## config.mk

```make
export PLATFORM = sky130hd
export DESIGN_NAME = source_tokenizer_top_flat
export DESIGN_NICKNAME = d
export VERILOG_FILES = /design/src/hdl/srctok_pkg.sv /design/src/hdl/srctok_req_if.sv /design/src/hdl/srctok_rsp_if.sv /design/src/hdl/srctok_front.sv /design/src/hdl/srctok_queue.sv /design/src/hdl/srctok_back.sv /design/src/hdl/source_tokenizer_top.sv /design/src/flat_wrapper.sv
export SDC_FILE = /design/constraint.sdc
export NUM_CORES = 1
export LEC_CHECK = 0
export BUFFER_PORTS_ARGS = -buffer_cell sky130_fd_sc_hd__buf_2
export CORE_MARGIN = 5
export CORE_UTILIZATION = 60
export DETAILED_ROUTE_END_ITERATION = 8
export PLACE_DENSITY = 0.77
export REMOVE_ABC_BUFFERS = 1
export SLEW_MARGIN = 30
export SYNTH_ARGS = -nofsm -noshare
export SYNTH_HDL_FRONTEND = slang
export SYNTH_SLANG_ARGS = --single-unit
```

## constraint.sdc

```tcl
create_clock -name clock -period 28.2 [get_ports clock]
set_input_delay 4.23 -clock clock [delete_from_list [all_inputs] [get_ports clock]]
set_output_delay 4.23 -clock clock [all_outputs]
set_load 0.05 [all_outputs]
```

## src/hdl/srctok_pkg.sv

```systemverilog
// ----------------------------------------------------------------------------
// srctok_pkg
// Types, constants and keyword table shared by the source tokenizer files.
// ----------------------------------------------------------------------------
package srctok_pkg;

   // Position counter and run length widths
   localparam int PositionBits = 32;
   localparam int LengthBits   = 16;

   // Fixed widths of the result fields
   localparam int TokKindW  = 5;
   localparam int TokStartW = 32;
   localparam int TokLenW   = 16;
   localparam int TokLineW  = 32;
   localparam int ByteW     = 8;

   // Longest keyword in bytes, and width of the keyword buffer
   localparam int KwMaxLen = 6;
   localparam int KwBufW   = KwMaxLen * ByteW;
   localparam int KwCount  = 10;
   localparam int KwLenW   = 3;

   // Queue between front and back; depth must be a power of two
   localparam int QueueDepth = 4;
   localparam int QPtrW      = $clog2(QueueDepth);
   localparam int QCountW    = $clog2(QueueDepth + 1);

   localparam logic [LengthBits-1:0] LenMax = '1;

   // Input item kinds
   localparam logic ItemByte = 1'b0;
   localparam logic ItemEnd  = 1'b1;

   // Character codes
   localparam logic [ByteW-1:0] ChPlus   = 8'h2B;
   localparam logic [ByteW-1:0] ChMinus  = 8'h2D;
   localparam logic [ByteW-1:0] ChStar   = 8'h2A;
   localparam logic [ByteW-1:0] ChSlash  = 8'h2F;
   localparam logic [ByteW-1:0] ChLess   = 8'h3C;
   localparam logic [ByteW-1:0] ChLParen = 8'h28;
   localparam logic [ByteW-1:0] ChRParen = 8'h29;
   localparam logic [ByteW-1:0] ChLBrace = 8'h7B;
   localparam logic [ByteW-1:0] ChRBrace = 8'h7D;
   localparam logic [ByteW-1:0] ChComma  = 8'h2C;
   localparam logic [ByteW-1:0] ChEqual  = 8'h3D;
   localparam logic [ByteW-1:0] ChSpace  = 8'h20;
   localparam logic [ByteW-1:0] ChTab    = 8'h09;
   localparam logic [ByteW-1:0] ChCr     = 8'h0D;
   localparam logic [ByteW-1:0] ChLf     = 8'h0A;
   localparam logic [ByteW-1:0] ChDigit0 = 8'h30;
   localparam logic [ByteW-1:0] ChDigit9 = 8'h39;
   localparam logic [ByteW-1:0] ChLowerA = 8'h61;
   localparam logic [ByteW-1:0] ChLowerZ = 8'h7A;
   localparam logic [ByteW-1:0] ChUpperA = 8'h41;
   localparam logic [ByteW-1:0] ChUpperZ = 8'h5A;

   typedef enum logic [TokKindW-1:0] {
      TK_PLUS        = 5'd0,
      TK_MINUS       = 5'd1,
      TK_STAR        = 5'd2,
      TK_SLASH       = 5'd3,
      TK_LESS        = 5'd4,
      TK_LPAREN      = 5'd5,
      TK_RPAREN      = 5'd6,
      TK_LBRACE      = 5'd7,
      TK_RBRACE      = 5'd8,
      TK_COMMA       = 5'd9,
      TK_EQUAL       = 5'd10,
      TK_EQUAL_EQUAL = 5'd11,
      TK_NUMBER      = 5'd12,
      TK_IDENT       = 5'd13,
      TK_LET         = 5'd14,
      TK_IF          = 5'd15,
      TK_ELSE        = 5'd16,
      TK_WHILE       = 5'd17,
      TK_PRINT       = 5'd18,
      TK_INPUT       = 5'd19,
      TK_BOOLEAN     = 5'd20,
      TK_DEF         = 5'd21,
      TK_RETURN      = 5'd22,
      TK_ERROR       = 5'd23,
      TK_EOF         = 5'd24
   } tok_kind_type;

   typedef enum logic [1:0] {
      MODE_IDLE = 2'd0,
      MODE_NUM  = 2'd1,
      MODE_ID   = 2'd2,
      MODE_EQ   = 2'd3
   } scan_mode_type;

   typedef struct packed {
      tok_kind_type           kind;
      logic [TokStartW-1:0]   start;
      logic [TokLenW-1:0]     length;
      logic [TokLineW-1:0]    line;
      logic                   bool_value;
      logic [ByteW-1:0]       error_byte;
   } tok_slot_type;

   // One queue entry holds every token caused by one input item
   typedef struct packed {
      tok_slot_type first;
      tok_slot_type second;
      logic         two;
   } q_entry_type;

   typedef struct packed {
      logic        push;
      q_entry_type entry;
   } q_wr_type;

   typedef struct packed {
      logic        valid;
      q_entry_type entry;
   } q_rd_type;

   typedef struct packed {
      tok_kind_type kind;
      logic         bool_value;
   } kw_hit_type;

   // Keyword texts, first byte in the low bits
   localparam logic [KwBufW-1:0] KwText [KwCount] = '{
      48'h00000074656C,   // let
      48'h000000006669,   // if
      48'h000065736C65,   // else
      48'h00656C696877,   // while
      48'h00746E697270,   // print
      48'h007475706E69,   // input
      48'h000065757274,   // true
      48'h0065736C6166,   // false
      48'h000000666564,   // def
      48'h6E7275746572    // return
   };
   localparam logic [KwLenW-1:0] KwLen [KwCount] = '{
      3'd3, 3'd2, 3'd4, 3'd5, 3'd5, 3'd5, 3'd4, 3'd5, 3'd3, 3'd6
   };
   localparam tok_kind_type KwKind [KwCount] = '{
      TK_LET, TK_IF, TK_ELSE, TK_WHILE, TK_PRINT,
      TK_INPUT, TK_BOOLEAN, TK_BOOLEAN, TK_DEF, TK_RETURN
   };
   localparam int KwTrueIdx = 6;

   function automatic kw_hit_type kw_lookup(input logic [KwBufW-1:0] text,
                                            input logic [LengthBits-1:0] len);
      kw_hit_type hit;
      logic       found;
      hit.kind       = TK_IDENT;
      hit.bool_value = 1'b0;
      found          = 1'b0;
      if (len <= LengthBits'(KwMaxLen) && len < LenMax) begin
         for (int i = 0; i < KwCount; i++) begin
            if (!found && len == LengthBits'(KwLen[i]) && text == KwText[i]) begin
               found          = 1'b1;
               hit.kind       = KwKind[i];
               hit.bool_value = (i == KwTrueIdx);
            end
         end
      end
      return hit;
   endfunction

   function automatic tok_slot_type mk_slot(input tok_kind_type kind,
                                            input logic [PositionBits-1:0] start,
                                            input logic [TokLenW-1:0] length,
                                            input logic [TokLineW-1:0] line,
                                            input logic bool_value,
                                            input logic [ByteW-1:0] error_byte);
      tok_slot_type s;
      s.kind       = kind;
      s.start      = TokStartW'(start);
      s.length     = length;
      s.line       = line;
      s.bool_value = bool_value;
      s.error_byte = error_byte;
      return s;
   endfunction

endpackage

```

## src/hdl/srctok_req_if.sv

```systemverilog
// ----------------------------------------------------------------------------
// srctok_req_if
// Source byte channel: one byte or end marker per word.
// ----------------------------------------------------------------------------
interface srctok_req_if;
   logic                         valid;
   logic                         ready;
   logic                         kind;
   logic [srctok_pkg::ByteW-1:0] byte_value;

   modport source (output valid, kind, byte_value, input ready);
   modport sink   (input valid, kind, byte_value, output ready);
endinterface

```

## src/hdl/srctok_rsp_if.sv

```systemverilog
// ----------------------------------------------------------------------------
// srctok_rsp_if
// Token channel: one token per word.
// ----------------------------------------------------------------------------
interface srctok_rsp_if;
   logic                             valid;
   logic                             ready;
   logic [srctok_pkg::TokKindW-1:0]  token_kind;
   logic [srctok_pkg::TokStartW-1:0] start_pos;
   logic [srctok_pkg::TokLenW-1:0]   token_length;
   logic [srctok_pkg::TokLineW-1:0]  line_number;
   logic                             bool_value;
   logic [srctok_pkg::ByteW-1:0]     error_byte;
   logic                             last;

   modport source (output valid, token_kind, start_pos, token_length, line_number,
                   bool_value, error_byte, last, input ready);
   modport sink   (input valid, token_kind, start_pos, token_length, line_number,
                   bool_value, error_byte, last, output ready);
endinterface

```

## src/hdl/srctok_front.sv

```systemverilog
// ----------------------------------------------------------------------------
// srctok_front
// Scanner: classifies each byte, tracks the pending run and builds tokens.
// ----------------------------------------------------------------------------
module srctok_front (
   input  logic                   clock,
   input  logic                   reset,
   srctok_req_if.sink             req_ch,
   input  logic                   q_full,
   output srctok_pkg::q_wr_type   q_wr
);

   srctok_pkg::scan_mode_type                mode_ff, mode_in;
   logic [srctok_pkg::PositionBits-1:0]      pos_ff, pos_in;
   logic [srctok_pkg::PositionBits-1:0]      start_ff, start_in;
   logic [srctok_pkg::LengthBits-1:0]        run_ff, run_in;
   logic [srctok_pkg::KwBufW-1:0]            kbuf_ff, kbuf_in;
   logic [srctok_pkg::TokLineW-1:0]          line_ff, line_in;

   logic                                     accept;
   logic [srctok_pkg::ByteW-1:0]             b;
   logic                                     is_digit, is_alpha, extend;
   srctok_pkg::kw_hit_type                   hit;
   srctok_pkg::tok_slot_type                 flush_tok, byte_tok;
   logic                                     flush_v, byte_v;
   srctok_pkg::tok_kind_type                 op_kind;

   assign req_ch.ready = !q_full;
   assign accept       = req_ch.valid && req_ch.ready;
   assign b            = req_ch.byte_value;
   assign is_digit     = b >= srctok_pkg::ChDigit0 && b <= srctok_pkg::ChDigit9;
   assign is_alpha     = (b >= srctok_pkg::ChLowerA && b <= srctok_pkg::ChLowerZ) ||
                         (b >= srctok_pkg::ChUpperA && b <= srctok_pkg::ChUpperZ);
   assign extend       = (mode_ff == srctok_pkg::MODE_NUM && is_digit) ||
                         (mode_ff == srctok_pkg::MODE_ID && (is_digit || is_alpha));
   assign hit          = srctok_pkg::kw_lookup(kbuf_ff, run_ff);

   // Token for whatever run or '=' is pending
   always_comb begin
      unique case (mode_ff)
         srctok_pkg::MODE_EQ:
            flush_tok = srctok_pkg::mk_slot(srctok_pkg::TK_EQUAL, start_ff,
                                            srctok_pkg::TokLenW'(1), line_ff, 1'b0, '0);
         srctok_pkg::MODE_NUM:
            flush_tok = srctok_pkg::mk_slot(srctok_pkg::TK_NUMBER, start_ff,
                                            srctok_pkg::TokLenW'(run_ff), line_ff,
                                            1'b0, '0);
         srctok_pkg::MODE_ID:
            flush_tok = srctok_pkg::mk_slot(hit.kind, start_ff,
                                            srctok_pkg::TokLenW'(run_ff), line_ff,
                                            hit.bool_value, '0);
         default:
            flush_tok = '0;
      endcase
   end

   always_comb begin
      mode_in   = mode_ff;
      pos_in    = pos_ff;
      start_in  = start_ff;
      run_in    = run_ff;
      kbuf_in   = kbuf_ff;
      line_in   = line_ff;
      flush_v   = 1'b0;
      byte_v    = 1'b0;
      byte_tok  = '0;
      op_kind   = srctok_pkg::TK_ERROR;

      if (accept) begin
         if (req_ch.kind == srctok_pkg::ItemEnd) begin
            // flush, mark end of file, return to reset state
            flush_v  = mode_ff != srctok_pkg::MODE_IDLE;
            byte_v   = 1'b1;
            byte_tok = srctok_pkg::mk_slot(srctok_pkg::TK_EOF, pos_ff, '0, line_ff,
                                           1'b0, '0);
            mode_in  = srctok_pkg::MODE_IDLE;
            pos_in   = '0;
            start_in = '0;
            run_in   = '0;
            kbuf_in  = '0;
            line_in  = srctok_pkg::TokLineW'(1);
         end else begin
            pos_in = pos_ff + 1'b1;
            if (mode_ff == srctok_pkg::MODE_EQ && b == srctok_pkg::ChEqual) begin
               byte_v   = 1'b1;
               byte_tok = srctok_pkg::mk_slot(srctok_pkg::TK_EQUAL_EQUAL, start_ff,
                                              srctok_pkg::TokLenW'(2), line_ff,
                                              1'b0, '0);
               mode_in  = srctok_pkg::MODE_IDLE;
            end else if (extend) begin
               if (mode_ff == srctok_pkg::MODE_ID &&
                   run_ff < srctok_pkg::LengthBits'(srctok_pkg::KwMaxLen)) begin
                  kbuf_in[8*run_ff[2:0] +: 8] = b;
               end
               if (run_ff < srctok_pkg::LenMax) begin
                  run_in = run_ff + 1'b1;
               end
            end else begin
               flush_v = mode_ff != srctok_pkg::MODE_IDLE;
               mode_in = srctok_pkg::MODE_IDLE;
               unique case (b)
                  srctok_pkg::ChPlus:   op_kind = srctok_pkg::TK_PLUS;
                  srctok_pkg::ChMinus:  op_kind = srctok_pkg::TK_MINUS;
                  srctok_pkg::ChStar:   op_kind = srctok_pkg::TK_STAR;
                  srctok_pkg::ChSlash:  op_kind = srctok_pkg::TK_SLASH;
                  srctok_pkg::ChLess:   op_kind = srctok_pkg::TK_LESS;
                  srctok_pkg::ChLParen: op_kind = srctok_pkg::TK_LPAREN;
                  srctok_pkg::ChRParen: op_kind = srctok_pkg::TK_RPAREN;
                  srctok_pkg::ChLBrace: op_kind = srctok_pkg::TK_LBRACE;
                  srctok_pkg::ChRBrace: op_kind = srctok_pkg::TK_RBRACE;
                  srctok_pkg::ChComma:  op_kind = srctok_pkg::TK_COMMA;
                  default:              op_kind = srctok_pkg::TK_ERROR;
               endcase
               priority if (op_kind != srctok_pkg::TK_ERROR) begin
                  byte_v   = 1'b1;
                  byte_tok = srctok_pkg::mk_slot(op_kind, pos_ff,
                                                 srctok_pkg::TokLenW'(1), line_ff,
                                                 1'b0, '0);
               end else if (b == srctok_pkg::ChEqual) begin
                  mode_in  = srctok_pkg::MODE_EQ;
                  start_in = pos_ff;
               end else if (b == srctok_pkg::ChSpace || b == srctok_pkg::ChTab ||
                            b == srctok_pkg::ChCr) begin
                  // skip
               end else if (b == srctok_pkg::ChLf) begin
                  line_in = line_ff + 1'b1;
               end else if (is_digit || is_alpha) begin
                  mode_in  = is_digit ? srctok_pkg::MODE_NUM : srctok_pkg::MODE_ID;
                  start_in = pos_ff;
                  run_in   = srctok_pkg::LengthBits'(1);
                  kbuf_in  = is_digit ? '0 : srctok_pkg::KwBufW'(b);
               end else begin
                  byte_v   = 1'b1;
                  byte_tok = srctok_pkg::mk_slot(srctok_pkg::TK_ERROR, pos_ff,
                                                 srctok_pkg::TokLenW'(1), line_ff,
                                                 1'b0, b);
               end
            end
         end
      end
   end

   // Pack the flush token first; a lone token always sits in the first slot
   always_comb begin
      q_wr.push         = accept && (flush_v || byte_v);
      q_wr.entry.first  = flush_v ? flush_tok : byte_tok;
      q_wr.entry.second = byte_tok;
      q_wr.entry.two    = flush_v && byte_v;
   end

   always_ff @(posedge clock) begin
      if (reset) begin
         mode_ff  <= srctok_pkg::MODE_IDLE;
         pos_ff   <= '0;
         start_ff <= '0;
         run_ff   <= '0;
         kbuf_ff  <= '0;
         line_ff  <= srctok_pkg::TokLineW'(1);
      end else begin
         mode_ff  <= mode_in;
         pos_ff   <= pos_in;
         start_ff <= start_in;
         run_ff   <= run_in;
         kbuf_ff  <= kbuf_in;
         line_ff  <= line_in;
      end
   end

endmodule

```

## src/hdl/srctok_queue.sv

```systemverilog
// ----------------------------------------------------------------------------
// srctok_queue
// Small first-in first-out buffer of token entries between front and back.
// ----------------------------------------------------------------------------
module srctok_queue (
   input  logic                  clock,
   input  logic                  reset,
   input  srctok_pkg::q_wr_type  q_wr,
   output logic                  q_full,
   output srctok_pkg::q_rd_type  q_rd,
   input  logic                  q_pop
);

   srctok_pkg::q_entry_type              mem_ff [srctok_pkg::QueueDepth];
   logic [srctok_pkg::QPtrW-1:0]         wr_ptr_ff, wr_ptr_in;
   logic [srctok_pkg::QPtrW-1:0]         rd_ptr_ff, rd_ptr_in;
   logic [srctok_pkg::QCountW-1:0]       count_ff, count_in;
   logic                                 do_push, do_pop;

   assign q_full      = count_ff == srctok_pkg::QCountW'(srctok_pkg::QueueDepth);
   assign q_rd.valid  = count_ff != '0;
   assign q_rd.entry  = mem_ff[rd_ptr_ff];
   assign do_push     = q_wr.push && !q_full;
   assign do_pop      = q_pop && q_rd.valid;

   always_comb begin
      wr_ptr_in = do_push ? wr_ptr_ff + 1'b1 : wr_ptr_ff;
      rd_ptr_in = do_pop  ? rd_ptr_ff + 1'b1 : rd_ptr_ff;
      count_in  = count_ff;
      if (do_push && !do_pop) begin
         count_in = count_ff + 1'b1;
      end else if (do_pop && !do_push) begin
         count_in = count_ff - 1'b1;
      end
   end

   always_ff @(posedge clock) begin
      if (reset) begin
         wr_ptr_ff <= '0;
         rd_ptr_ff <= '0;
         count_ff  <= '0;
      end else begin
         wr_ptr_ff <= wr_ptr_in;
         rd_ptr_ff <= rd_ptr_in;
         count_ff  <= count_in;
      end
   end

   always_ff @(posedge clock) begin
      if (do_push) begin
         mem_ff[wr_ptr_ff] <= q_wr.entry;
      end
   end

endmodule

```

## src/hdl/srctok_back.sv

```systemverilog
// ----------------------------------------------------------------------------
// srctok_back
// Emitter: splits each queue entry into tokens and drives the token channel.
// ----------------------------------------------------------------------------
module srctok_back (
   input  logic                  clock,
   input  logic                  reset,
   input  srctok_pkg::q_rd_type  q_rd,
   output logic                  q_pop,
   srctok_rsp_if.source          rsp_ch
);

   logic                      out_valid_ff, out_valid_in;
   srctok_pkg::tok_slot_type  out_slot_ff, out_slot_in;
   logic                      out_last_ff, out_last_in;
   logic                      pend_valid_ff, pend_valid_in;
   srctok_pkg::tok_slot_type  pend_slot_ff, pend_slot_in;
   logic                      out_free;

   assign out_free = !out_valid_ff || rsp_ch.ready;
   assign q_pop    = out_free && !pend_valid_ff && q_rd.valid;

   always_comb begin
      out_valid_in  = out_valid_ff;
      out_slot_in   = out_slot_ff;
      out_last_in   = out_last_ff;
      pend_valid_in = pend_valid_ff;
      pend_slot_in  = pend_slot_ff;
      if (out_free) begin
         priority if (pend_valid_ff) begin
            out_valid_in  = 1'b1;
            out_slot_in   = pend_slot_ff;
            out_last_in   = 1'b1;
            pend_valid_in = 1'b0;
         end else if (q_rd.valid) begin
            out_valid_in  = 1'b1;
            out_slot_in   = q_rd.entry.first;
            out_last_in   = !q_rd.entry.two;
            pend_valid_in = q_rd.entry.two;
            pend_slot_in  = q_rd.entry.second;
         end else begin
            out_valid_in  = 1'b0;
         end
      end
   end

   always_ff @(posedge clock) begin
      if (reset) begin
         out_valid_ff  <= 1'b0;
         pend_valid_ff <= 1'b0;
      end else begin
         out_valid_ff  <= out_valid_in;
         pend_valid_ff <= pend_valid_in;
      end
   end

   always_ff @(posedge clock) begin
      out_slot_ff  <= out_slot_in;
      out_last_ff  <= out_last_in;
      pend_slot_ff <= pend_slot_in;
   end

   assign rsp_ch.valid        = out_valid_ff;
   assign rsp_ch.token_kind   = out_slot_ff.kind;
   assign rsp_ch.start_pos    = out_slot_ff.start;
   assign rsp_ch.token_length = out_slot_ff.length;
   assign rsp_ch.line_number  = out_slot_ff.line;
   assign rsp_ch.bool_value   = out_slot_ff.bool_value;
   assign rsp_ch.error_byte   = out_slot_ff.error_byte;
   assign rsp_ch.last         = out_last_ff;

endmodule

```

## src/hdl/source_tokenizer_top.sv

```systemverilog
// ----------------------------------------------------------------------------
// source_tokenizer_top
// Streaming lexer: source bytes in, tokens (kind, offset, length, line) out.
// ----------------------------------------------------------------------------
//
//   channel  | dir | word                                   | accepted when
//   ---------+-----+----------------------------------------+------------------
//   req_ch   | in  | kind, byte_value                       | valid && ready
//   rsp_ch   | out | token_kind, start_pos, token_length,   | valid && ready
//            |     | line_number, bool_value, error_byte,   |
//            |     | last                                   |
//
// One source word is taken every cycle while the four-entry token queue has
// room; the scanner state settles within that cycle. Tokens leave at one per
// cycle while rsp_ch is not stalled, two-token words in turn; the first token
// of a word passes through the queue and the output register to rsp_ch.
// Synchronous reset clears scanner state, queue pointers and output valid
// flags. A stalled token channel fills the queue, then drops req_ch.ready.
//
module source_tokenizer_top (
   input  logic         clock,
   input  logic         reset,
   srctok_req_if.sink   req_ch,
   srctok_rsp_if.source rsp_ch
);

   // Front to queue: push with the tokens of one source word
   srctok_pkg::q_wr_type  q_wr;
   // Queue to back: head entry and its valid flag
   srctok_pkg::q_rd_type  q_rd;
   logic                  q_full;
   logic                  q_pop;

   // Classify bytes, hold pending runs, build tokens
   srctok_front u_front (
      .clock  (clock),
      .reset  (reset),
      .req_ch (req_ch),
      .q_full (q_full),
      .q_wr   (q_wr)
   );

   // Decouple scanning from emission
   srctok_queue u_queue (
      .clock  (clock),
      .reset  (reset),
      .q_wr   (q_wr),
      .q_full (q_full),
      .q_rd   (q_rd),
      .q_pop  (q_pop)
   );

   // Serialise entries onto the token channel, mark the last of each word
   srctok_back u_back (
      .clock  (clock),
      .reset  (reset),
      .q_rd   (q_rd),
      .q_pop  (q_pop),
      .rsp_ch (rsp_ch)
   );

endmodule
```

## src/flat_wrapper.sv

```systemverilog
// flat-port wrapper written by rule: the top's interface ports become plain ports
module source_tokenizer_top_flat 
  (clock, reset, req_ch_valid, req_ch_kind, req_ch_byte_value, req_ch_ready, rsp_ch_valid, rsp_ch_token_kind, rsp_ch_start_pos, rsp_ch_token_length, rsp_ch_line_number, rsp_ch_bool_value, rsp_ch_error_byte, rsp_ch_last, rsp_ch_ready);
  srctok_req_if req_ch_i ();
  srctok_rsp_if rsp_ch_i ();
  input  logic clock;
  input  logic reset;
  input wire logic [$bits(req_ch_i.valid)-1:0] req_ch_valid;
  input wire logic [$bits(req_ch_i.kind)-1:0] req_ch_kind;
  input wire logic [$bits(req_ch_i.byte_value)-1:0] req_ch_byte_value;
  output wire logic [$bits(req_ch_i.ready)-1:0] req_ch_ready;
  output wire logic [$bits(rsp_ch_i.valid)-1:0] rsp_ch_valid;
  output wire logic [$bits(rsp_ch_i.token_kind)-1:0] rsp_ch_token_kind;
  output wire logic [$bits(rsp_ch_i.start_pos)-1:0] rsp_ch_start_pos;
  output wire logic [$bits(rsp_ch_i.token_length)-1:0] rsp_ch_token_length;
  output wire logic [$bits(rsp_ch_i.line_number)-1:0] rsp_ch_line_number;
  output wire logic [$bits(rsp_ch_i.bool_value)-1:0] rsp_ch_bool_value;
  output wire logic [$bits(rsp_ch_i.error_byte)-1:0] rsp_ch_error_byte;
  output wire logic [$bits(rsp_ch_i.last)-1:0] rsp_ch_last;
  input wire logic [$bits(rsp_ch_i.ready)-1:0] rsp_ch_ready;
  assign req_ch_i.valid = req_ch_valid;
  assign req_ch_i.kind = req_ch_kind;
  assign req_ch_i.byte_value = req_ch_byte_value;
  assign req_ch_ready = req_ch_i.ready;
  assign rsp_ch_valid = rsp_ch_i.valid;
  assign rsp_ch_token_kind = rsp_ch_i.token_kind;
  assign rsp_ch_start_pos = rsp_ch_i.start_pos;
  assign rsp_ch_token_length = rsp_ch_i.token_length;
  assign rsp_ch_line_number = rsp_ch_i.line_number;
  assign rsp_ch_bool_value = rsp_ch_i.bool_value;
  assign rsp_ch_error_byte = rsp_ch_i.error_byte;
  assign rsp_ch_last = rsp_ch_i.last;
  assign rsp_ch_i.ready = rsp_ch_ready;
  source_tokenizer_top u_core (.clock(clock), .reset(reset), .req_ch(req_ch_i), .rsp_ch(rsp_ch_i));
endmodule
```

## Word level (Yosys, flattened, before mapping)

Memory sizes are Yosys's and may differ from the RTL's. A register that Yosys moved wholly into a read port is not among the register bits.
Index checks and enable logic that the tools add are counted.

| cells by class | value |
|---|---|
| bitwise operators | 1 |
| reductions and logical operators | 72 |
| $mul | 0 |
| eq/ne operators | 49 |
| magnitude comparators | 9 |
| $add $sub $neg | 8 |
| muxes and demuxes | 116 |
| divide/modulo/power cells | 0 |
| shift-type cells | 2 |

Operators with widths:

| cell | count |
|---|---|
| $mux 94 | 12 |
| $mux 32 | 16 |
| $mux 48 | 9 |
| $pmux 94 s3 | 1 |
| $eq 48x39->1 const B | 4 |
| $mux 16 | 9 |
| $eq 48x23->1 const B | 2 |
| $eq 48x31->1 const B | 2 |
| $eq 8x6->1 const B | 10 |
| $add 32x1->32 const B | 2 |
| $mux 6 | 10 |
| $pmux 5 s10 | 1 |
| $bwmux 48 | 1 |
| $eq 16x3->1 const B | 3 |
| $eq 48x15->1 const B | 1 |
| $eq 48x47->1 const B | 1 |
| $shift 8x34->48 const A | 1 |
| $shiftx 8x34->48 | 1 |
| $mux 1 | 38 |
| $logic_and 1x1->1 | 36 |
| $neg 6->34 | 1 |
| $eq 16x2->1 const B | 2 |
| $eq 8x4->1 const B | 3 |
| $mux 2 | 11 |
| 31 further kinds | 80 |

| storage, ports and cells | value |
|---|---|
| ROM bits | 0 |
| flip-flop bits (word level) | 360 |
| memory bits (writable) | 756 |
| bits in latches | 0 |
| output and inout bits | 97 |
| memories | 1 |

Memory list:

| name | words | bits a word | read ports | clocked after Yosys merged registers in | write ports | line | source |
|---|---|---|---|---|---|---|---|
| u_core.u_queue.mem_ff | 4 | 189 | 1 | 1 | 1 | srctok_queue.sv:14 | `srctok_pkg::q_entry_type mem_ff [srctok_pkg::QueueDepth];` |

## Depth between registers and ports, before layout

Gate-level depths: netlist of run 1.

| logic depth | value |
|---|---|
| depth after elaboration | 51 |
| mapped depth | 16 |
| mapped depth without buffers | 12 |

## Cells and area by module

From an unflattened synthesis of run 1, not the netlist that was laid out.

| unflattened totals | value |
|---|---|
| cells, all modules | 2602 |
| area, all modules | 44594.0 µm² |

By module, submodules not included:

| module | area each (µm²) | cells an instance | instances |
|---|---|---|---|
| srctok_queue | 27706.6 | 1035 | 1 |
| srctok_front | 9960.8 | 1259 | 1 |
| srctok_back | 6926.6 | 308 | 1 |

## Worst setup path before layout of run 1

OpenSTA, ideal clock, no wires.

| timing path | value |
|---|---|
| path kind | in2reg |
| from | in req_ch_byte_value[1] |
| to | mem u_core.u_queue.mem_ff[0][0] in the netlist's numbering, enable pin |
| arrival | 13.538 ns |
| stages | 8 |
| setup slack | 13.929 ns |
| path buffers | 2 |
| data required time | 27.468 ns |
| setup time | 0.732 ns |
| path through | clkbuf_2 or4_4 o21a_4 a22o_4 o21ai_2 a21oi_2 buf_6 nor2b_1 |

| on the way | value |
|---|---|
| longest elaborated chain between the ends | 18 |

RTL lines:

| element | line | source |
|---|---|---|
| from (decl) | flat_wrapper.sv:10 | `input wire logic [$bits(req_ch_i.byte_value)-1:0] req_ch_byte_value;` |
| $ge 8x7->1 (tied with other cells) | srctok_front.sv:32 | `assign is_alpha = (b >= srctok_pkg::ChLowerA && b <= srctok_pkg::ChLowerZ) \|\|` |
| $logic_and 1x1->1 (on tied branches) | srctok_front.sv:32, srctok_front.sv:33 |  |
| $logic_or 1x1->1 | srctok_front.sv:32 |  |
| $logic_or 1x1->1 | srctok_front.sv:35, srctok_front.sv:127 |  |
| $mux 1 | srctok_front.sv:127 | `end else if (is_digit \|\| is_alpha) begin` |
| $mux 1 | srctok_front.sv:125 | `end else if (b == srctok_pkg::ChLf) begin` |
| $mux 1 | srctok_front.sv:122 | `end else if (b == srctok_pkg::ChSpace \|\| b == srctok_pkg::ChTab \|\|` |
| $mux 1 | srctok_front.sv:119 | `end else if (b == srctok_pkg::ChEqual) begin` |
| [2 not listed] | -- |  |
| $mux 1 | srctok_front.sv:84 | `if (mode_ff == srctok_pkg::MODE_EQ && b == srctok_pkg::ChEqual) begin` |
| $mux 1 | srctok_front.sv:70 | `if (req_ch.kind == srctok_pkg::ItemEnd) begin` |
| $mux 1 | srctok_front.sv:69 | `if (accept) begin` |
| $logic_or 1x1->1 * | srctok_front.sv:145 | `q_wr.push = accept && (flush_v \|\| byte_v);` |
| $logic_and 1x1->1 * | srctok_front.sv:145 |  |
| $logic_and 1x1->1 * | srctok_queue.sv:23 | `assign do_push = q_wr.push && !q_full;` |
| $mux 1 * | srctok_queue.sv:50 | `if (do_push) begin` |
| $mux 1 (implied by the code) * | srctok_queue.sv:51 | `mem_ff[wr_ptr_ff] <= q_wr.entry;` |
| to (decl) | srctok_queue.sv:14 |  |

Every way passes the cells marked *; elsewhere a longest branch is shown, timed or not. The select of a mux whose other input is x is not followed.

## Final worst setup path of run 1

| timing path | value |
|---|---|
| from | in req_ch_byte_value[0] |
| to | mem u_core.u_queue.mem_ff[1][65] in the netlist's numbering, enable pin |

Same word-level chain as after synthesis.

==> impl.org, run 1 <==
** Run status
- The flow ran to the end, and the final reports show no timing, DRC or antenna violations.

** Power
- Total power per unit cell area :: 95.3 mW/mm²
- Max VDD drop :: around 0.000065 V
- Cell leakage power :: 15.1 nW

** Logic synthesis
- Total of flip-flops plus latches after synthesis :: around 1000
- Synth top cells by count :: sky130_fd_sc_hd__edfxtp_1, sky130_fd_sc_hd__mux4_2, sky130_fd_sc_hd__dfxtp_1
- Cell Area, Synth :: 0.0413 mm²
- Number of flops mapped to enable cells by yosys :: 870
- Share of synthesized area occupied by flip-flops and latches :: 71.6%
- The top cell type by area accounts for 63.2% of the synthesized area.
- The most common cell in the synthesized netlist is sky130_fd_sc_hd__edfxtp_1.
- For this run, the leading register cell type out of synthesis is sky130_fd_sc_hd__edfxtp_1.
- In the post-synthesis netlist, the biggest area contributors are sky130_fd_sc_hd__edfxtp_1, sky130_fd_sc_hd__mux4_2, sky130_fd_sc_hd__dfxtp_1.
- Counting flops with an async set or reset pin after synthesis yields a share of 0%.
- Summed over all instances, the cell type with the most area after synthesis is sky130_fd_sc_hd__edfxtp_1.
- Each instance of the synthesized netlist takes up on average 17.0 µm².
- The cell count after synthesis came out at 2424.
- Number of warnings printed during yosys synthesis :: 0
- The number of different library cells used by synthesis comes to 88.

** Die
- Pin placement for this block handled 110 I/O pins.
- In this run the standard cell core region covers 0.0685 mm².
- The die is 272 µm tall.
- Floorplan row count :: 96
- The initial utilization of the core area, before any placement, comes to 60.3%.
- Horizontal extent of the die :: 272 µm
- Die Area :: between 0.07 and 0.08 mm²

** Placement
- Setup WS pre-CTS :: approximately 19 ns
- Final RePlAce weighted congestion :: 0.891
- Post-DP HPWL :: 50700 µm
- Instance area at placement :: 0.0427 mm²
- In this run the tool buffered the top-level ports with 109 buffer cells.

** GRT
- Entering global routing, the biggest net connects 107 pins.
- Antenna violations before repair :: 1
- Global routing used 23.6% of the available tracks.
- The via count of the first global-routing pass came to 23193.
- The first global-routing pass estimated 136000 µm of wire.
- Summed over all layers, the global routing overflow is 0.

** Clock network
- Number of buffers added by the clock tree synthesis step :: 100
- Clock insertion delay at the later pin of the skew report :: between 0.6 and 0.7 ns
- Buffers added to address setup during post-CTS repair amount to 0.
- TritonCTS built the clock tree.
- CTS placed an instance of sky130_fd_sc_hd__clkbuf_16 at the clock tree root.
- Max Buffers Root-to-Sink :: 3
- Number of H-tree branching levels :: 3
- # clock sinks :: 1043
- Buffers inserted to repair hold after CTS numbered 0.
- Reg clk slew, reported paths :: 0.06 ns
- The number of gates resized after CTS was 0.

** Critical path
- The startpoint identified for the worst register-to-register timing path is u_core.u_front.mode_ff[1].
- Launching instance or port of the critical path :: req_ch_byte_value[0]
- The critical path is of the in2reg type.
- WP data arrival :: 8.45 ns
- Largest fanout of any net on the critical path :: 64
- STA classifies the critical path endpoint as a flop.
- Required time of the critical path :: 28.45 ns
- STA classifies the critical path startpoint as an input pin.

** STA
- For the final routed database, the setup TNS stands at 0 ns.
- The final count of pins violating max slew was 0.
- Slew at the pin with the worst max-slew slack :: 0.986 ns
- The number of endpoints with negative hold slack in the final report came to 0.
- The worst pin sits at a relative slew slack of around a third.
- Derived from the worst setup path, the maximum achievable clock frequency is 0.122 GHz.
- Setup repair after global routing left no endpoint under its margin.
- For the finished layout, the period the worst path requires is 8.21 ns.
- Of the available clock period, the critical path in the final layout requires 29.1%.
- Setup violations remaining at the end of the flow were counted as 0.
- Across all setup checks in the final design, the least slack found is 19.99 ns.
- For the final database, setup skew stands at 0.0265 ns.

** Route
- The detailed router finished its first iteration with 2428 violations.
- The final layout contains routed wiring with a total length of 87400 µm.
- In the routed design, unresolved DRC markers number 0.
- Dividing the detail-routed via count by the number of cells gives 6.39.
- ANT nets after route :: 0
- For this run, the detailed router's first-pass iteration total came to 6.
- The routed layout has 22370 vias.
- Routed wire per std cell :: about 25 µm

** Final layout
- With fillers left out, the area of the finished cells amounts to roughly 0.046 mm².
- The post-route netlist has 23.1% of its cells at a drive strength greater than 1.
- After the last flow step, the layout net total stands at 2561.
- Layout overhead on the synthesized area :: 11.5%
- Final-layout fill cell count :: 4384

** Min path
- In this run the worst hold path is classified as reg2reg.
- Launch instance of the worst min-delay path :: u_core.u_front.kbuf_ff[15]

** Flow run
- Max-cap violations in this run came to 0.
==> cell usage in the layout (no fill, tap or decap), drive strengths merged, types with 8 or more instances in the layout <==
| cell | synthesis | routed |
|---|---|---|
| edfxtp | 870 | 870 |
| mux4 | 174 | 174 |
| dfxtp | 173 | 173 |
| buf | 44 | 144 |
| clkbuf | 91 | 144 |
| nor2 | 141 | 141 |
| a22o | 92 | 92 |
| nand2 | 81 | 81 |
| mux2 | 79 | 79 |
| and3 | 73 | 73 |
| a21oi | 64 | 64 |
| nor2b | 63 | 63 |
| nand3 | 46 | 46 |
| xor2 | 44 | 44 |
| nand3b | 38 | 38 |
| nand4 | 38 | 38 |
| inv | 31 | 34 |
| clkinv | 0 | 33 |
| o21ai | 31 | 31 |
| nor3 | 29 | 29 |
| or3 | 22 | 22 |
| xnor2 | 22 | 22 |
| and2 | 20 | 20 |
| nor4 | 18 | 18 |
| a22oi | 15 | 15 |
| ha | 12 | 12 |
| and4 | 9 | 9 |
| a31oi | 8 | 8 |
| nor4b | 8 | 8 |
==> cell families after synthesis <==
| kind of cell | count (synthesis) | share of synthesized area (%) |
|---|---|---|
| xor+xnor | 66 | 1.42 |
| compound gates | 248 | 4.46 |
| mux | 257 | 11.7 |
| flops | 1043 | 71.6 |
| simple gates | 631 | 8.66 |
| buf+inv | 166 | 1.69 |
| fa+ha+maj | 13 | 0.412 |
==> worst max-delay path: stages <==
cell                      delay (ns)
sky130_fd_sc_hd__buf_2          0.23
sky130_fd_sc_hd__or4_4          0.59
sky130_fd_sc_hd__o21a_4         0.23
sky130_fd_sc_hd__a22o_4         0.30
sky130_fd_sc_hd__o21ai_2        0.17
sky130_fd_sc_hd__buf_4          0.39
sky130_fd_sc_hd__a21oi_4        0.09
sky130_fd_sc_hd__buf_4          0.34
sky130_fd_sc_hd__nor2b_4        0.18
sky130_fd_sc_hd__buf_4          0.76
sky130_fd_sc_hd__buf_4          0.87
==> through the flow <==
step	util [%]	hold WS, ns	power [mW]	std cells
after global placement	62.4	0.438	3.09	3314
after CTS	67.2	0.455	4.43	3501
after floorplan	-	0.420	2.94	2289
after global routing	67.3	0.465	4.56	3502
after detailed placement	62.4	0.435	3.12	3314
final	67.3	0.454	4.39	3503
==> worst paths after layout <==
check / to / slack [ns] / depth (start not counted)
max reg2reg: u_core.u_queue.mem_ff[1][65] / 23.05 / 10
min reg2reg: u_core.u_front.kbuf_ff[15] / 0.45 / 1
max: u_core.u_queue.mem_ff[1][65] / 19.99 / 11
min: u_core.u_front.kbuf_ff[15] / 0.45 / 1
==> cell type report <==
class | instances | area, µm² | area share (%)
antenna | 1 | 2.50 | 0.00543
inverter | 31 | 116 | 0.253
clock buffer | 144 | 2870 | 6.23
multi-input combinational | 1215 | 11100 | 24.1
timing repair buffer | 144 | 860 | 1.87
tap | 882 | 1100 | 2.40
sequential | 1043 | 29600 | 64.3
clock inverter | 43 | 409 | 0.888
==> sequential cells by signal, summed over array words and instances, names as in the netlist, 2 cells and up, named ones only <==
signal                             count
u_core.u_back.pend_slot_ff            79
u_core.u_back.rsp_ch.error_byte        8
u_core.u_back.rsp_ch.line_number      32
u_core.u_back.rsp_ch.start_pos        32
u_core.u_back.rsp_ch.token_kind        5
u_core.u_back.rsp_ch.token_length     16
u_core.u_front.kbuf_ff                48
u_core.u_front.line_ff                32
u_core.u_front.mode_ff                 2
u_core.u_front.pos_ff                 32
u_core.u_front.run_ff                 16
u_core.u_front.start_ff               32
u_core.u_queue.count_ff                3
u_core.u_queue.mem_ff                696
u_core.u_queue.rd_ptr_ff               2
u_core.u_queue.wr_ptr_ff               2
==> power breakdown <==
part | internal [mW] | leakage, nW | switching (mW) | total (mW)
sequential | 1.99 | 9.46 | 0.0836 | 2.08
clock | 0.765 | 1.63 | 0.548 | 1.31
combinational | 0.327 | 3.99 | 0.672 | 0.999
==> metal layers <==
layer | track usage (%) | vias to the layer above | routed length, µm
li1 | - | 9824 | -
met1 | 31.6 | 11524 | 35300
met2 | 40.2 | 862 | 44000
met3 | 4.17 | 160 | 5960
met4 | 7.14 | 0 | 2140
met5 | 0 | - | 0
Note: power is estimated with default switching activity, not from simulation.
==> run 2: changes to the inputs <==
--- a/config.mk
+++ b/config.mk
@@ -5,11 +5,12 @@
 export SDC_FILE = /design/constraint.sdc
 export NUM_CORES = 1
 export LEC_CHECK = 0
+export ABC_AREA = 1
 export BUFFER_PORTS_ARGS = -buffer_cell sky130_fd_sc_hd__buf_2
 export CORE_MARGIN = 5
-export CORE_UTILIZATION = 60
+export CORE_UTILIZATION = 56
 export DETAILED_ROUTE_END_ITERATION = 8
-export PLACE_DENSITY = 0.77
+export PLACE_DENSITY = 0.75
 export REMOVE_ABC_BUFFERS = 1
 export SLEW_MARGIN = 30
 export SYNTH_ARGS = -nofsm -noshare
==> constraint.sdc (replaced) <==
create_clock -name clock -period 7.5 [get_ports clock]
set_input_delay 1.125 -clock clock [delete_from_list [all_inputs] [get_ports clock]]
set_output_delay 1.125 -clock clock [all_outputs]
set_load 0.05 [all_outputs]
==> impl.org, run 2 <==
** Run status
- The flow ran to the end, and the final reports show no timing, DRC or antenna violations.

** Power
- The sequential share of power came to 44.5% (-2.8 points).
- The clock group share of total power is 28.9% (-1.0 points).
- The internal power of the cells is 11.9 mW (+290%).
- Max VDD drop :: 0.000298 V (+360%)
- Portion of total power attributed to combinational logic :: 26.6% (+3.8 points)
- Total net switching power :: 6.29 mW (+380%)
- The leakage power total was 17.6 nW (+17%).
- Overall power consumption :: 18.2 mW (+310%)
- The power density relative to cell area was 370 mW/mm² (+290%).
- Switching power as a share of total power :: 34.6% (+4.9 points)

** Final layout
- The number of nets in the final layout came to 4429 (+73%).
- Leading cell type in the layout, fill and taps excluded :: sky130_fd_sc_hd__nor2_1
- The library cells used most frequently in the layout, excluding fill and tap cells, are sky130_fd_sc_hd__nor2_1, sky130_fd_sc_hd__edfxtp_1, sky130_fd_sc_hd__nand2_1.
- The flip-flop count of the largest register, all copies and words added came to 696 (unchanged).
- The final cell area excluding filler cells was 0.0491 mm² (+6.7%).
- Regs by FF count :: u_core.u_queue.mem_ff x696, u_core.u_back.pend_slot_ff x79, u_core.u_front.kbuf_ff x48
- Layout overhead on the synthesized area :: 11.0%
- The share of cells above drive strength 1 is 7.84% (-15 points).
- Register containing the most flip-flops in the final layout :: u_core.u_queue.mem_ff
- The number of fill cells in the layout is 6110 (+39%).

** Die
- The floorplan die area is 0.0848 mm² (+14%).
- Floorplan row count :: 103 (+7.3%)
- The number of top-level pins came to 110 (unchanged).
- The effective utilization at floorplan was 56.2% (-4.1 points).
- Horizontal extent of the die :: 291 µm (+6.9%)
- Core area :: 0.0787 mm² (+15%)
- Vertical die dimension :: 291 µm (+6.9%)

** Logic synthesis
- The part of the Yosys area used for sequential elements came to 66.8% (-4.8 points).
- Library cell with the highest instance count after synthesis :: sky130_fd_sc_hd__nor2_1
- The area share of the largest cell type after synthesis was 59.0% (-4.2 points).
- The most used flip-flop cell after synthesis is sky130_fd_sc_hd__edfxtp_1.
- The number of distinct library cell variants in the gate-level netlist after synthesis is 36 (-59%).
- Synth top cells by count :: sky130_fd_sc_hd__nor2_1, sky130_fd_sc_hd__edfxtp_1, sky130_fd_sc_hd__nand2_1
- Cell Area, Synth :: 0.0443 mm² (+7.2%)
- The number of enable flip-flop cells after synthesis was 870 (unchanged).
- Number of warnings printed during yosys synthesis :: 0 (unchanged)
- The async set-reset flop share out of synthesis was 0% (unchanged).
- The mean area per synthesized cell came to 10.1 µm² (-41%).
- The cell count after synthesis is 4381 (+81%).
- Yosys attributes the largest share of cell area to sky130_fd_sc_hd__edfxtp_1, sky130_fd_sc_hd__nor2_1, sky130_fd_sc_hd__dfxtp_1.
- The largest total area in the synthesized netlist belongs to sky130_fd_sc_hd__edfxtp_1.
- Total of flip-flops plus latches after synthesis :: 1043 (unchanged)

** Placement
- The count of port buffers added during placement came to 109 (unchanged).
- Final RePlAce weighted congestion :: 0.931 (+4.4%)
- Post-DP HPWL :: 61200 µm (+21%)
- The standard cell area after detailed placement came to 0.0456 mm² (+6.8%).

** Clock network
- Number of hold buffers added after cts :: 0 (unchanged)
- The number of setup buffers added after CTS came to 0 (unchanged).
- TritonCTS built the clock tree.
- Clock root cell :: sky130_fd_sc_hd__clkbuf_16
- The quantity of gates resized following cts is 0 (unchanged).
- The clock latency reported for the late side of the worst-skew pair came to 0.67 ns (+0.03 ns).
- Number of H-tree branching levels :: 3 (unchanged)
- The number of clock sinks came to 1043 (unchanged).
- Max Buffers Root-to-Sink :: 3 (unchanged)
- The number of buffers inserted during clock tree synthesis came to 102 (+2.0%).
- The clock-pin transition on the worst setup and hold timing paths came to 0.06 ns (about the same).

** Route
- The total met3 wirelength after detailed routing came to 7470 µm (+25%).
- The total DRC errors in the routed layout came to 0 (unchanged).
- Topmost layer with routed signal wires :: met4
- Total Wirelength :: 105000 µm (+21%)
- ANT nets after route :: 0 (unchanged)
- First drt pass iteration count :: 5 (-1)
- Met2 wirelength from detailed routing :: 52400 µm (+19%)
- Detail-routed via count per cell :: 5.76 (-9.9%)
- The wire length on met1 is 43600 µm (+24%).
- The iteration-0 DRC count of the detailed router came to 3174 (+31%).
- The vias after detailed routing came to 31892 (+43%).
- Routed wire per std cell :: 19.0 µm (-24%)

** Critical path
- Sort of element at the end of the critical path :: flop
- The required time at the endpoint of the critical path was 7.83 ns (-20.62 ns).
- Type of element launching the critical path :: input pin
- Classification of the worst setup path :: in2reg
- Cell-by-cell listing of the critical path :: buf_2, inv_1, nand2_1, nor2_1, nand2_1, nand3b_1, nand2_2, inv_2, nand2_2, nand2_1, nand2_4, nand2_1, inv_2, buf_4, nor2_4, buf_8, buf_4
- Most prevalent standard cell on the critical path :: sky130_fd_sc_hd__nand2_1
- WP data arrival :: 4.83 ns (-3.62 ns)
- The worst-path maximum fanout is 38 (-41%).
- Worst path slowest cell :: sky130_fd_sc_hd__nor2_4
- The worst stage delay on the critical path was 0.58 ns (-0.29 ns).

** STA
- RSZ-0062 raised after global routing :: no
- Slew at the pin with the worst max-slew slack :: 1.11 ns (+0.121 ns)
- Peak Freq :: between 0.2 and 0.25 GHz
- Share of the clock period used by the worst path after layout :: 59.9%
- The number of failing setup endpoints in the final timing report came to 0 (unchanged).
- Crit path time final :: 4.49 ns
- Final-report hold violation count :: 0 (unchanged)
- The setup TNS was 0 ns (unchanged).
- The largest clock skew in the final design is 0.0356 ns (+0.00913 ns).
- Max-slew headroom at the worst pin :: 25.6% (-8.7 points)
- Final number of max-transition violations :: 0 (unchanged)

** GRT
- Vias in the first global route :: 30519 (+32%)
- The wire length of the first global-routing pass was 165000 µm (+22%).
- The maximum number of pins on one net before global-route repair is 209 (+95%).
- Antenna violations before repair :: 2 (+1)
- The total track usage is 24.0% (+0.40 points).
- Total grt overflow :: 0 (unchanged)

** Min path
- Class of the most critical hold timing path :: reg2reg

** Flow run
- The max capacitance violation total was 0 (unchanged).
[run 2: cell types whose count changed after synthesis, moves of 105 or more]
| cell | delta |
|---|---|
| sky130_fd_sc_hd__nor2_1 | +901 |
| sky130_fd_sc_hd__nand2_1 | +526 |
| sky130_fd_sc_hd__o21ai_0 | +418 |
| sky130_fd_sc_hd__inv_1 | +225 |
| sky130_fd_sc_hd__mux4_2 | -174 |
| sky130_fd_sc_hd__nand3_1 | +113 |
| sky130_fd_sc_hd__a21oi_1 | +105 |
[run 2: area by class of cell]
class	instances	area, µm²	share of cell area (%)
inverters	271	1040	2.12
clock buffers	128	2790	5.69
repair buffers	145	932	1.90
flip-flops and latches	1043	29600	60.2
diodes	1	2.50	0.00509
clock inverters	62	687	1.40
well taps	1050	1310	2.67
multi-input cells	2840	12800	26.0
[run 2: power groups by stage]
stage	clock network, mW	logic, mW	registers (mW)
after floorplan	0	2.30	9.44
after global placement	0	4.77	8.19
after detailed placement	0	4.87	8.21
after CTS	5.33	4.89	8.10
after global routing	5.57	5.27	8.19
final	5.26	4.84	8.10
[run 2: worst paths after layout]
kind | start | endpoint | slack (ns) | cells after the start
setup / recovery | req_ch_byte_value[2] | u_core.u_queue.mem_ff[1][175] | 3.01 | 17
hold / removal | u_core.u_front.kbuf_ff[39] | u_core.u_front.kbuf_ff[39] | 0.46 | 2
setup reg to reg | u_core.u_front.mode_ff[0] | u_core.u_queue.mem_ff[1][175] | 3.60 | 13
hold reg to reg | u_core.u_front.kbuf_ff[39] | u_core.u_front.kbuf_ff[39] | 0.46 | 2
[run 2: logic make-up after synthesis]
kind of cell    Yosys count  synth area share, %
compound gates          785                 9.35
xor+xnor                 27                0.534
fa+ha+maj                13                0.384
buf+inv                 498                 4.41
flops                  1043                 66.8
simple gates           2015                 18.5
[run 2: through the flow]
step	instances	utilization, %	hold WS, ns	setup WS (ns)
2_1_floorplan	4154	-	0.432	-7.13
3_3_place_gp	5348	57.9	0.440	1.88
3_5_place_dp	5349	58.0	0.447	2.02
4_1_cts	5539	62.4	0.460	2.72
5_1_grt	5540	62.4	0.475	2.74
6_report	5540	62.4	0.463	3.01
[run 2: per-layer routing]
layer | global-route usage, % | vias to the layer above
met4 | 6.59 | 0
li1 | - | 15139
met2 | 40.9 | 1230
met3 | 3.48 | 156
met1 | 32.6 | 15367
met5 | 0 | -
[run 2: worst max-delay path, delay by kind of cell]
family	cells	cell delay [ns]
and+or+nand+nor	10	2.29
buffers and inverters	7	1.35
